$ cat config.mk
export PLATFORM = sky130hd
export DESIGN_NAME = gamepad_report_encoder_top
export DESIGN_NICKNAME = d
export VERILOG_FILES = /design/src/sv/gre_pkg.sv /design/src/sv/gre_hold.sv /design/src/sv/gre_report.sv /design/src/sv/gamepad_report_encoder_top.sv
export SDC_FILE = /design/constraint.sdc
export NUM_CORES = 1
export LEC_CHECK = 0
export BUFFER_PORTS_ARGS = -buffer_cell sky130_fd_sc_hd__buf_4
export CAP_MARGIN = 10
export CORE_ASPECT_RATIO = 2
export CORE_UTILIZATION = 55
export DETAILED_ROUTE_END_ITERATION = 6
export PLACE_DENSITY = 0.84
export SLEW_MARGIN = 20
export SYNTH_ARGS = -nofsm -noshare
export SYNTH_HDL_FRONTEND = slang
export SYNTH_HIERARCHICAL = 1
export SYNTH_SLANG_ARGS = --single-unit
$ cat constraint.sdc
create_clock -name aclk -period 13.3 [get_ports aclk]
set_clock_uncertainty 0.1 [all_clocks]
set_input_delay 1.995 -clock aclk [delete_from_list [all_inputs] [get_ports aclk]]
set_output_delay 1.995 -clock aclk [all_outputs]
set_load 0.05 [all_outputs]
$ cat src/sv/gre_pkg.sv
// shared types, constants and codes of the gamepad report encoder
package gre_pkg;

    // physical buttons that go through the usage map
    localparam int PHYS_BUTTONS = 8;

    // register reset values
    localparam logic [31:0] MAP_RESET  = 32'h7865_4321;
    localparam logic [7:0]  HOLD_RESET = 8'd250;

    // stick levels
    localparam logic [7:0] STICK_LOW    = 8'h00;
    localparam logic [7:0] STICK_CENTER = 8'h80;
    localparam logic [7:0] STICK_HIGH   = 8'hFF;

    // usage codes that map to no button bit
    localparam logic [3:0] USAGE_NONE = 4'd0;
    localparam logic [3:0] USAGE_VOID = 4'd15;

    // hat codes
    localparam logic [3:0] HAT_N    = 4'd0;
    localparam logic [3:0] HAT_NE   = 4'd1;
    localparam logic [3:0] HAT_E    = 4'd2;
    localparam logic [3:0] HAT_SE   = 4'd3;
    localparam logic [3:0] HAT_S    = 4'd4;
    localparam logic [3:0] HAT_SW   = 4'd5;
    localparam logic [3:0] HAT_W    = 4'd6;
    localparam logic [3:0] HAT_NW   = 4'd7;
    localparam logic [3:0] HAT_NONE = 4'd8;

    // d-pad modes
    localparam logic [1:0] DPAD_ANALOG = 2'd0;
    localparam logic [1:0] DPAD_HAT    = 2'd1;
    localparam logic [1:0] DPAD_ZRZ    = 2'd2;

    // button bit positions in the sample
    localparam int BTN_L     = 4;
    localparam int BTN_R     = 5;
    localparam int BTN_START = 6;
    localparam int BTN_UP    = 8;
    localparam int BTN_DOWN  = 9;
    localparam int BTN_LEFT  = 10;
    localparam int BTN_RIGHT = 11;

    // configuration register indexes
    localparam logic [1:0] CFG_MAP_NORMAL  = 2'd0;
    localparam logic [1:0] CFG_MAP_SWAPPED = 2'd1;
    localparam logic [1:0] CFG_HOLD_TICKS  = 2'd2;

    // input item
    typedef struct packed {
        logic        command;
        logic [11:0] buttons;
    } in_t;

    // result item
    typedef struct packed {
        logic [13:0] button_bits;
        logic [3:0]  hat;
        logic [7:0]  stick_x;
        logic [7:0]  stick_y;
        logic [7:0]  stick_z;
        logic [7:0]  stick_rz;
        logic        swap_state;
        logic [1:0]  dpad_state;
    } out_t;

    // controls of one hold counter
    typedef struct packed {
        logic held;
        logic counting;
        logic tick;
        logic advance;
    } hold_ctl_t;

endpackage

$ cat src/sv/gre_hold.sv
// hold counter for one button combo with wait-for-release
module gre_hold (
    input  logic                aclk,
    input  logic                aresetn,
    input  gre_pkg::hold_ctl_t  ctl,
    input  logic [7:0]          hold_ticks,
    output logic                fire
);

    logic [7:0] count_reg, count_next;
    logic       wait_reg, wait_next;
    logic [7:0] count_inc;

    assign count_inc = count_reg + 8'd1;

    // next counter and wait flag
    always_comb begin
        count_next = count_reg;
        wait_next  = wait_reg;
        fire       = 1'b0;
        if (!ctl.held) begin
            count_next = 8'd0;
            wait_next  = 1'b0;
        end else if (!ctl.counting || wait_reg) begin
            count_next = 8'd0;
        end else if (ctl.tick) begin
            if (count_inc >= hold_ticks) begin
                count_next = 8'd0;
                wait_next  = 1'b1;
                fire       = 1'b1;
            end else begin
                count_next = count_inc;
            end
        end
    end

    // state moves only when an item is processed
    always_ff @(posedge aclk) begin
        if (!aresetn) begin
            count_reg <= 8'd0;
            wait_reg  <= 1'b0;
        end else if (ctl.advance) begin
            count_reg <= count_next;
            wait_reg  <= wait_next;
        end
    end

endmodule

$ cat src/sv/gre_report.sv
// report encoder: button remap and d-pad formatting
module gre_report #(
    parameter int PHYS_BUTTONS = gre_pkg::PHYS_BUTTONS
) (
    input  logic [11:0]             buttons,
    input  logic [4*PHYS_BUTTONS-1:0] map,
    input  logic                    swap_mode,
    input  logic [1:0]              dpad_mode,
    output gre_pkg::out_t           report
);

    logic [13:0] bits;
    logic [3:0]  usage [PHYS_BUTTONS];
    logic        up, down, left, right;

    assign up    = buttons[gre_pkg::BTN_UP];
    assign down  = buttons[gre_pkg::BTN_DOWN];
    assign left  = buttons[gre_pkg::BTN_LEFT];
    assign right = buttons[gre_pkg::BTN_RIGHT];

    // remap pressed buttons through the usage nibbles
    always_comb begin
        bits = 14'd0;
        for (int i = 0; i < PHYS_BUTTONS; i++) begin
            usage[i] = map[4*i +: 4];
            if (buttons[i] && usage[i] != gre_pkg::USAGE_NONE
                    && usage[i] != gre_pkg::USAGE_VOID) begin
                bits = bits | (14'd1 << (usage[i] - 4'd1));
            end
        end
    end

    // d-pad formatting by mode
    always_comb begin
        report.button_bits = bits;
        report.hat         = gre_pkg::HAT_NONE;
        report.stick_x     = gre_pkg::STICK_CENTER;
        report.stick_y     = gre_pkg::STICK_CENTER;
        report.stick_z     = gre_pkg::STICK_CENTER;
        report.stick_rz    = gre_pkg::STICK_CENTER;
        report.swap_state  = swap_mode;
        report.dpad_state  = dpad_mode;
        unique case (dpad_mode)
            gre_pkg::DPAD_ANALOG: begin
                if (left) begin
                    report.stick_x = gre_pkg::STICK_LOW;
                end else if (right) begin
                    report.stick_x = gre_pkg::STICK_HIGH;
                end
                if (up) begin
                    report.stick_y = gre_pkg::STICK_LOW;
                end else if (down) begin
                    report.stick_y = gre_pkg::STICK_HIGH;
                end
            end
            gre_pkg::DPAD_HAT: begin
                // diagonals first, then the four straight directions
                if (up && left) begin
                    report.hat = gre_pkg::HAT_NW;
                end else if (up && right) begin
                    report.hat = gre_pkg::HAT_NE;
                end else if (down && left) begin
                    report.hat = gre_pkg::HAT_SW;
                end else if (down && right) begin
                    report.hat = gre_pkg::HAT_SE;
                end else if (up) begin
                    report.hat = gre_pkg::HAT_N;
                end else if (right) begin
                    report.hat = gre_pkg::HAT_E;
                end else if (down) begin
                    report.hat = gre_pkg::HAT_S;
                end else if (left) begin
                    report.hat = gre_pkg::HAT_W;
                end
            end
            gre_pkg::DPAD_ZRZ: begin
                if (left) begin
                    report.stick_z = gre_pkg::STICK_LOW;
                end else if (right) begin
                    report.stick_z = gre_pkg::STICK_HIGH;
                end
                if (up) begin
                    report.stick_rz = gre_pkg::STICK_LOW;
                end else if (down) begin
                    report.stick_rz = gre_pkg::STICK_HIGH;
                end
            end
            default: begin
                // unused mode code: everything centered, no hat
            end
        endcase
    end

endmodule

$ cat src/sv/gamepad_report_encoder_top.sv
// top level of the gamepad report encoder
//
// s_ channel takes one item per cycle: a button sample, optionally with a
// timer tick. Every item gives exactly one report item on the m_ channel.
// Both channels use valid/ready; an item moves on a clock edge with both high.
// cfg_we/cfg_index/cfg_wdata write map_normal (0), map_swapped (1) and
// hold_ticks (2) with no wait; write only while the block is idle.
// An item waits in the input register, where the hold counters and modes are
// updated and the report is formed, then lands in the output register, which
// drives m_valid. Throughput is one item per cycle while m_ready stays high;
// the input register takes a new item in the same cycle the output register
// is unloaded. When the receiver stalls, the output register holds its report
// and the input register holds one more item; s_ready then drops.
// Synchronous active-low reset clears the modes, hold counters, wait flags
// and valid flags, and sets both maps and hold_ticks to their defaults.
module gamepad_report_encoder_top #(
    parameter int PHYS_BUTTONS = gre_pkg::PHYS_BUTTONS
) (
    input  logic           aclk,
    input  logic           aresetn,
    input  logic           s_valid,
    output logic           s_ready,
    input  gre_pkg::in_t   s_data,
    output logic           m_valid,
    input  logic           m_ready,
    output gre_pkg::out_t  m_data,
    input  logic           cfg_we,
    input  logic [1:0]     cfg_index,
    input  logic [31:0]    cfg_wdata
);

    localparam int MAP_W = 4 * PHYS_BUTTONS;

    logic [MAP_W-1:0]   map_normal_reg;
    logic [MAP_W-1:0]   map_swapped_reg;
    logic [7:0]         hold_ticks_reg;

    gre_pkg::in_t       in_reg;
    logic               in_valid_reg;
    gre_pkg::out_t      out_reg;
    logic               out_valid_reg;

    logic               swap_mode_reg, swap_mode_next;
    logic [1:0]         dpad_mode_reg, dpad_mode_next;

    logic               advance;
    logic               start, swap_combo, dpad_combo;
    logic               swap_fire, dpad_fire;
    gre_pkg::hold_ctl_t swap_ctl, dpad_ctl;
    gre_pkg::out_t      report;

    // configuration registers
    always_ff @(posedge aclk) begin
        if (!aresetn) begin
            map_normal_reg  <= gre_pkg::MAP_RESET[MAP_W-1:0];
            map_swapped_reg <= gre_pkg::MAP_RESET[MAP_W-1:0];
            hold_ticks_reg  <= gre_pkg::HOLD_RESET;
        end else if (cfg_we) begin
            unique case (cfg_index)
                gre_pkg::CFG_MAP_NORMAL:  map_normal_reg  <= cfg_wdata[MAP_W-1:0];
                gre_pkg::CFG_MAP_SWAPPED: map_swapped_reg <= cfg_wdata[MAP_W-1:0];
                gre_pkg::CFG_HOLD_TICKS:  hold_ticks_reg  <= cfg_wdata[7:0];
                default: begin
                end
            endcase
        end
    end

    // handshake: the input register moves on when the output slot frees up
    assign advance = in_valid_reg && (!out_valid_reg || m_ready);
    assign s_ready = !in_valid_reg || advance;

    // input register
    always_ff @(posedge aclk) begin
        if (!aresetn) begin
            in_valid_reg <= 1'b0;
        end else if (s_valid && s_ready) begin
            in_valid_reg <= 1'b1;
        end else if (advance) begin
            in_valid_reg <= 1'b0;
        end
    end

    always_ff @(posedge aclk) begin
        if (s_valid && s_ready) begin
            in_reg <= s_data;
        end
    end

    // combo decode
    assign start      = in_reg.buttons[gre_pkg::BTN_START];
    assign swap_combo = start && in_reg.buttons[gre_pkg::BTN_R];
    assign dpad_combo = start && in_reg.buttons[gre_pkg::BTN_L];

    assign swap_ctl = '{held: swap_combo, counting: 1'b1,
                        tick: in_reg.command, advance: advance};
    assign dpad_ctl = '{held: dpad_combo, counting: !swap_combo,
                        tick: in_reg.command, advance: advance};

    gre_hold u_swap_hold (
        .aclk       (aclk),
        .aresetn    (aresetn),
        .ctl        (swap_ctl),
        .hold_ticks (hold_ticks_reg),
        .fire       (swap_fire)
    );

    gre_hold u_dpad_hold (
        .aclk       (aclk),
        .aresetn    (aresetn),
        .ctl        (dpad_ctl),
        .hold_ticks (hold_ticks_reg),
        .fire       (dpad_fire)
    );

    // mode updates
    always_comb begin
        swap_mode_next = swap_mode_reg ^ swap_fire;
        dpad_mode_next = dpad_mode_reg;
        if (dpad_fire) begin
            dpad_mode_next = (dpad_mode_reg >= gre_pkg::DPAD_ZRZ) ?
                             gre_pkg::DPAD_ANALOG : dpad_mode_reg + 2'd1;
        end
    end

    always_ff @(posedge aclk) begin
        if (!aresetn) begin
            swap_mode_reg <= 1'b0;
            dpad_mode_reg <= gre_pkg::DPAD_ANALOG;
        end else if (advance) begin
            swap_mode_reg <= swap_mode_next;
            dpad_mode_reg <= dpad_mode_next;
        end
    end

    // report from the updated modes
    gre_report #(
        .PHYS_BUTTONS (PHYS_BUTTONS)
    ) u_report (
        .buttons   (in_reg.buttons),
        .map       (swap_mode_next ? map_swapped_reg : map_normal_reg),
        .swap_mode (swap_mode_next),
        .dpad_mode (dpad_mode_next),
        .report    (report)
    );

    // output register
    always_ff @(posedge aclk) begin
        if (!aresetn) begin
            out_valid_reg <= 1'b0;
        end else if (advance) begin
            out_valid_reg <= 1'b1;
        end else if (m_ready) begin
            out_valid_reg <= 1'b0;
        end
    end

    always_ff @(posedge aclk) begin
        if (advance) begin
            out_reg <= report;
        end
    end

    assign m_valid = out_valid_reg;
    assign m_data  = out_reg;

endmodule

**After elaboration in Yosys (flattened, before gate mapping)**

Cells that the tools add are included.

- Bits in registers: 161
- Latch bits: 0
- Bits in writable memories: 0
- Bits in read-only memories: 0
- Bits of input ports: 52
- Output and inout bits: 55
- Logic and storage cells: 164
- Memories: 0

- Add/subtract/negate cells: 11
- $mul: 0
- Divide/modulo/power cells: 0
- $lt $le $gt $ge: 3
- Eq/ne operators: 17
- Shifts and indexed selects: 8
- Multiplexer cells: 49
- Bitwise logic cells: 8
- Reductions and logical operators: 47

Operators with widths:

| cell | number |
|---|---|
| $mux 14 | 8 |
| $shl 1x4->14 const A | 8 |
| $or 14x14->14 | 7 |
| $mux 8 | 10 |
| $mux 32 | 1 |
| $mux 4 | 8 |
| $ne 4x4->1 const B | 8 |
| $reduce_bool 4->1 | 8 |
| $sub 4x1->4 const B | 8 |
| $logic_and 1x1->1 | 24 |
| $mux 1 | 18 |
| $add 8x1->8 const B | 2 |
| $ge 8x8->1 | 2 |
| $mux 7 | 2 |
| $reduce_and 2->1 | 5 |
| $ne 3x2->1 const B | 2 |
| $eq 2x1->1 const B | 2 |
| $eq 2x2->1 const B | 2 |
| $logic_not 2->1 | 2 |
| $mux 2 | 2 |
| $ne 2x2->1 const B | 2 |
| $reduce_and 4->1 | 1 |
| $reduce_bool 2->1 | 2 |
| $logic_or 1x1->1 | 3 |
| 5 further kinds | 6 |

**Logic depth before layout (Yosys ltp)**

Gate-level depths: netlist of run 1.

- Depth in word-level cells: 26
- Depth in mapped cells: 18
- Mapped depth without buffers: 15

**Cells and area by module**

The synthesis of run 1 kept the hierarchy.

Modules (own cells, without submodules):

| module | times used | cells each | area each (um2) | seq. area each (um2) |
|---|---|---|---|---|
| gamepad_report_encoder_top | 1 | 451 | 5,218.8 | 3,523.4 |
| gre_report | 1 | 220 | 1,361.3 | 0.0 |
| gre_hold | 2 | 73 | 679.4 | 180.2 |

**Worst setup path before layout of run 1**

Ideal clock, no wire load.

- Kind: input to output
- Start: input m_ready
- End: output s_ready
- Arrival time: 2.473 ns
- Required time: 11.205 ns
- Path slack: 8.732 ns
- Stages: 2
- Path buffers: 0
- Path through: nor2b_1 nand2_1

- Cells in the longest elaborated chain, start to end: 3

Ends and longest elaborated chain:

| element | line | RTL |
|---|---|---|
| start, declared | gamepad_report_encoder_top.sv:25 | `input logic m_ready,` |
| $logic_or 1x1->1 | gamepad_report_encoder_top.sv:70 | `assign advance = in_valid_reg && (!out_valid_reg \|\| m_ready);` |
| $logic_and 1x1->1 | gamepad_report_encoder_top.sv:70 |  |
| $logic_or 1x1->1 | gamepad_report_encoder_top.sv:71 | `assign s_ready = !in_valid_reg \|\| advance;` |
| end, declared | gamepad_report_encoder_top.sv:22 | `output logic s_ready,` |

No other way between the ends.

==> out/metrics.cfg, run 1 <==
[placed_design]
dp_hpwl_um=15500
dp_slack_ns=8.43
gp_congestion=1.02
io_buffer_count=106

[timing]
slew_headroom_pct=40.8
period_needed_ns=5.10
slew_violations=0
worst_pin_slew_ns=0.864
grt_setup_unrepaired=false
fin_ws_ns=8.20
hold_viol_final=0
fmax_ghz=0.196
fin_crit_sh_pct=38.4
finalSetupViolCount=0
finalSetupTns_ns=0

[yosys]
synth_common_cells=nand2_1, dfxtp_1, edfxtp_1, nand3_1, a21oi_1
syn_area_um2=7940
synthSimpleGateAreaFrac_pct=22.9
post-synth-top-count-cell=nand2_1
ys.flop_type=dfxtp_1
avgSynthCellArea_um2=9.72
yosys.area.top_type=edfxtp_1
synth_top_family_by_area=simple AND/OR/NAND/NOR gates
async_flop_share_pct=0
ys_ff_latch=161
synth_top_area_share_pct=25.0
synth.area.top_cells=edfxtp_1, dfxtp_1, nand2_1
synth_cells=817
synth-edff-count=66
synth.distinct_cells=69
ys_seq_area_share_pct=48.9
yosys_warnings=6
synth_compound_area_share_pct=12.2
synth_xor_xnor_area_share_pct=1.31
synthAdderAreaFrac_pct=2.84
synth.area.mux_share_pct=5.88

[critical_path]
start_kind=flop
required_ns=13.36
crit-reg2reg-launch=u_swap_hold/count_reg[0]
r2r_setup_slack_ns=8.20
cpPeakStageDelay_ns=0.48
cp_data_arrival_time_ns=5.16
endpoint_kind=flop
rr_worst_depth=16
worstSetupPathType=flop to flop
critPathMaxFanout=33
timing.rr.end=m_data[40]
slowest_stage=buf_4
worstPathCellList=and3_1 -> nand3_1 -> and2_1 -> or2_2 -> ha_1 -> and3_1 -> o211ai_1 -> o21a_1 -> nor2_1 -> xor2_4 -> buf_4 -> mux2_2 -> nand2b_1 -> nor2b_1 -> a2111oi_0 -> nand3_1

[run]
maxCapViolCount=0

[floorplan]
die_h_um=172
ioPinCount=107
start_util_pct=56.8
rows=61
coreArea_um2=14000
dieArea_um2=14900
die_x_um=87.0

[status]
violations=design-rule violations
status=finished with violations

[clock_tree]
cts.htree.levels=4
cts_resized=0
cts_buffer_depth=2
clockRootBuffer=clkbuf_16
clkTransAtPathRegs_ns=0.07
postCtsSetupBuffers=0
hold_buffers=0
cts_buffers=17
clk_latency_ns=0.43
cts_tree=done
cts_sinks=161

[layout]
nNetsFinal=961
syn2layout_area_growth_pct=16.6
utilization_pct=66.3
ff_latch_area_um2=3880
largest_register_ff_count=53
insertedDiodeCount=0
drive_gt1_share_pct=21.9
multi_input_area_um2=3610
n_fill_cell=1081

[detailed_routing]
drt_iter0_drc=596
drcViolationCount=19
firstDrtPassIters=7
wl_per_cell_um=19.6
ant_nets=0
routed_via_density=5.85
finalWirelength_um=21400
vias=6398

[worst_hold_path]
hold_depth=2
hold_path_class=flop to flop
min_to=map_swapped_reg[25]
hold_start=map_swapped_reg[25]

[power_and_ir_drop]
leakage_nw=3.88
irDropWorstVdd_v=0.0000970
p_per_area_nw_per_um2=126
power_w=0.00117

[global_routing]
grt-ovfl-total=0
first_global_vias=6038
grt_start_max_net_pins=55
grt_pass1_wl_um=32200
grt.total_usage_pct=29.6
antenna_found_initial=0

worst max-delay path by stage:
stage | startpoint | end | cells after the start
after floorplan | m_ready | s_ready | 2
after global placement | u_swap_hold/count_reg[0] | m_data[40] | 16
after detailed placement | u_swap_hold/count_reg[0] | m_data[50] | 16
after CTS | u_swap_hold/count_reg[0] | m_data[50] | 16
after global routing | u_swap_hold/count_reg[0] | m_data[40] | 16
final | u_swap_hold/count_reg[0] | m_data[40] | 16
power by group:
group / internal [W] / switching, W
Sequential: 0.000537 / 0.0000119
Clock: 0.000289 / 0.000199
Combinational: 0.0000461 / 0.0000866
cell usage in the layout, fill, tap and decap left out, types with 4 or more instances in the layout:
| cell | synthesis | routed |
|---|---|---|
| nand3_1 | 56 | 56 |
| clkbuf_16 | 0 | 19 |
| nand2b_1 | 19 | 19 |
| dfxtp_1 | 95 | 95 |
| nand3b_1 | 17 | 17 |
| and3_1 | 9 | 9 |
| xor2_1 | 6 | 6 |
| nor2_1 | 39 | 39 |
| nor3_1 | 10 | 10 |
| nand2_1 | 175 | 175 |
| nor2b_1 | 7 | 7 |
| mux2_4 | 20 | 20 |
| xnor2_1 | 4 | 4 |
| a32o_1 | 12 | 12 |
| o21a_1 | 4 | 4 |
| buf_4 | 28 | 113 |
| inv_1 | 22 | 21 |
| a21o_1 | 6 | 6 |
| nor3b_1 | 4 | 4 |
| or3b_1 | 4 | 4 |
| ha_1 | 18 | 18 |
| mux2_2 | 11 | 11 |
| or2_2 | 4 | 4 |
| a21oi_1 | 49 | 49 |
| and2_1 | 4 | 4 |
| edfxtp_1 | 66 | 66 |
| o22ai_1 | 24 | 24 |
| a31oi_1 | 4 | 4 |
| o211ai_1 | 4 | 4 |
cell families after synthesis:
group,Yosys count
AO/OA/AOI/OAI,136
AND/OR/NAND/NOR,372
buffers and inverters,83
adder cells (fa/ha/maj),18
other,1
flip-flops,161
XOR/XNOR,11
multiplexers,35
cell type report:
type | count | area share (%)
tap | 189 | 2.55
multi-input combinational | 575 | 39.0
sequential | 161 | 42.0
timing repair buffer | 113 | 9.16
inverter | 23 | 0.933
clock buffer | 24 | 5.46
clock inverter | 8 | 0.933
metrics by stage:
stage / hold WS [ns] / cell area, um^2 / cells
6_report: 0.354 / 9260 / 1093
5_1_grt: 0.377 / 9260 / 1093
4_1_cts: 0.356 / 9260 / 1093
3_5_place_dp: 0.346 / 8660 / 1061
3_3_place_gp: 0.341 / 8660 / 1061
2_1_floorplan: 0.332 / 7950 / 819
layer usage:
| metal | vias up | global-route usage, % | part of all wire [%] |
|---|---|---|---|
| li1 | 3024 | - | - |
| met1 | 2976 | 29.5 | 34 |
| met2 | 321 | 55.1 | 55 |
| met3 | 77 | 6.21 | 5.9 |
| met4 | 0 | 17.5 | 5.0 |
| met5 | - | 0 | 0 |
worst max-delay path: cells and delay by family (launching register included):
family | cells | cell delay (ns)
flops | 1 | 0.43
buf+inv | 1 | 0.48
simple gates | 9 | 1.99
compound gates | 3 | 0.88
mux | 1 | 0.48
xor+xnor | 1 | 0.16
fa+ha+maj | 1 | 0.29
No activity file was read; power rests on OpenSTA's default activity.
==> run 2: changes to the inputs <==
- clock period: 13.3 -> 5.3 ns (I/O delays scaled with it)
==> run 2 against run 1 <==
The run now ends clean. Critical path depth down 1. Sequential power rose to 2.5 times the previous value. Maximum frequency grew 9.2%. Power up 150%. Sequential share of layout area about the same. Non-clock buffer count grew 2. Cell count up 0.18%. Wire length increased by 4.3%. Highest routed layer unchanged.
==> out/metrics.cfg, run 2 (synthesis results as in run 1) <==
[clock_tree]
hold_buffers=0
cts_buffer_depth=2
cts_sinks=161
clkTransAtPathRegs_ns=0.07
cts_resized=0
cts_tree=done
cts.htree.levels=4
clockRootBuffer=clkbuf_16
cts_buffers=17
postCtsSetupBuffers=0
clk_latency_ns=0.43

[timing]
grt_setup_unrepaired=false
finalSetupTns_ns=0
finalSetupViolCount=0
fin_crit_sh_pct=88.1
hold_viol_final=0
period_needed_ns=4.67
slew_violations=0
slew_headroom_pct=40.0
fmax_ghz=0.214
fin_ws_ns=0.629
timing.hold.ws_ns=0.354
worst_pin_slew_ns=0.898

[critical_path]
critPathMaxFanout=33
cp_data_arrival_time_ns=4.84
required_ns=5.47
endpoint_kind=flop
crit-reg2reg-launch=u_swap_hold/count_reg[0]
start_kind=flop
worstSetupPathType=flop to flop
crit_path_start=u_swap_hold/count_reg[0]

[power_and_ir_drop]
leakage_nw=3.86
power_w=0.00291
irDropWorstVdd_v=0.000299
p_per_area_nw_per_um2=314

[layout]
insertedDiodeCount=0
syn2layout_area_growth_pct=16.6
final_common_cell=nand2_1
nNetsFinal=963
final_area_um2=9260
largest_register_ff_count=53
drive_gt1_share_pct=22.1
layout.cells.most_common_list=nand2_1, buf_4, dfxtp_1

[placed_design]
gp_congestion=1.05
dp_slack_ns=0.847
io_buffer_count=106
dp_hpwl_um=16400
placed_area_um2=8690

[detailed_routing]
routed_via_density=5.94
wl_per_cell_um=20.4
ant_nets=0
vias=6508
firstDrtPassIters=7
drcViolationCount=0
finalWirelength_um=22300
drt_iter0_drc=409

[worst_hold_path]
hold_path_class=flop to flop
hold_start=map_normal_reg[19]

[status]
status=finished, final reports clean

[floorplan]
start_util_pct=56.8
dieArea_um2=14900
die_h_um=172
die_x_um=87.0
coreArea_um2=14000
ioPinCount=107
rows=61

[global_routing]
grt.total_usage_pct=30.8
grt_pass1_wl_um=33600
grt-ovfl-total=0
antenna_found_initial=0
grt_start_max_net_pins=60
first_global_vias=6177

[run]
maxCapViolCount=0

[run 2: layout make-up]
cell class | count | area (um^2)
tap | 189 | 236
clock buffer | 20 | 437
clock inverter | 12 | 131
sequential | 161 | 3880
multi-input combinational | 575 | 3610
timing repair buffer | 115 | 876
inverter | 23 | 86.3
fill | 1124 | 4710
[run 2: worst max-delay path, stage by stage, from the launching register on]
cell and delay (ns):
dfxtp_1 0.44, and3_1 0.21, nand3_1 0.12, and2_1 0.20, or2_2 0.30, ha_1 0.28, and3_1 0.20, o211ai_1 0.11
o21a_1 0.19, nor2_1 0.32, xor2_4 0.19, buf_12 0.27, mux2_4 0.34, nor3b_1 0.74, a21oi_1 0.31, nand3_1 0.18
[run 2: power breakdown]
| part | total, W | leakage [nW] | switching (W) | internal [W] |
|---|---|---|---|---|
| Combinational | 0.000336 | 2.20 | 0.000220 | 0.000116 |
| Sequential | 0.00138 | 1.40 | 0.0000305 | 0.00135 |
| Clock | 0.00119 | 0.266 | 0.000497 | 0.000695 |
| Total | 0.00291 | 3.86 | 0.000748 | 0.00216 |
[run 2: final timing paths]
check	end	slack, ns	depth (start not counted)
worst max-delay path	m_data[46]	0.63	15
worst min-delay path	map_normal_reg[19]	0.35	2
worst min register to register	map_normal_reg[19]	0.35	2
worst max register to register	m_data[46]	0.63	15
[run 2: metal layers]
layer	GRT usage [%]	part of all wire, %	vias to the layer above
li1	-	-	3038
met1	31.0	35	3119
met2	57.7	55	274
met3	5.58	4.6	77
met4	18.2	5.7	0
met5	0	0	-
[run 2: per-stage QoR]
step,cells,utilization [%]
2_1_floorplan,819,-
3_3_place_gp,1063,62.2
3_5_place_dp,1063,62.2
4_1_cts,1095,66.3
5_1_grt,1095,66.3
6_report,1095,66.3
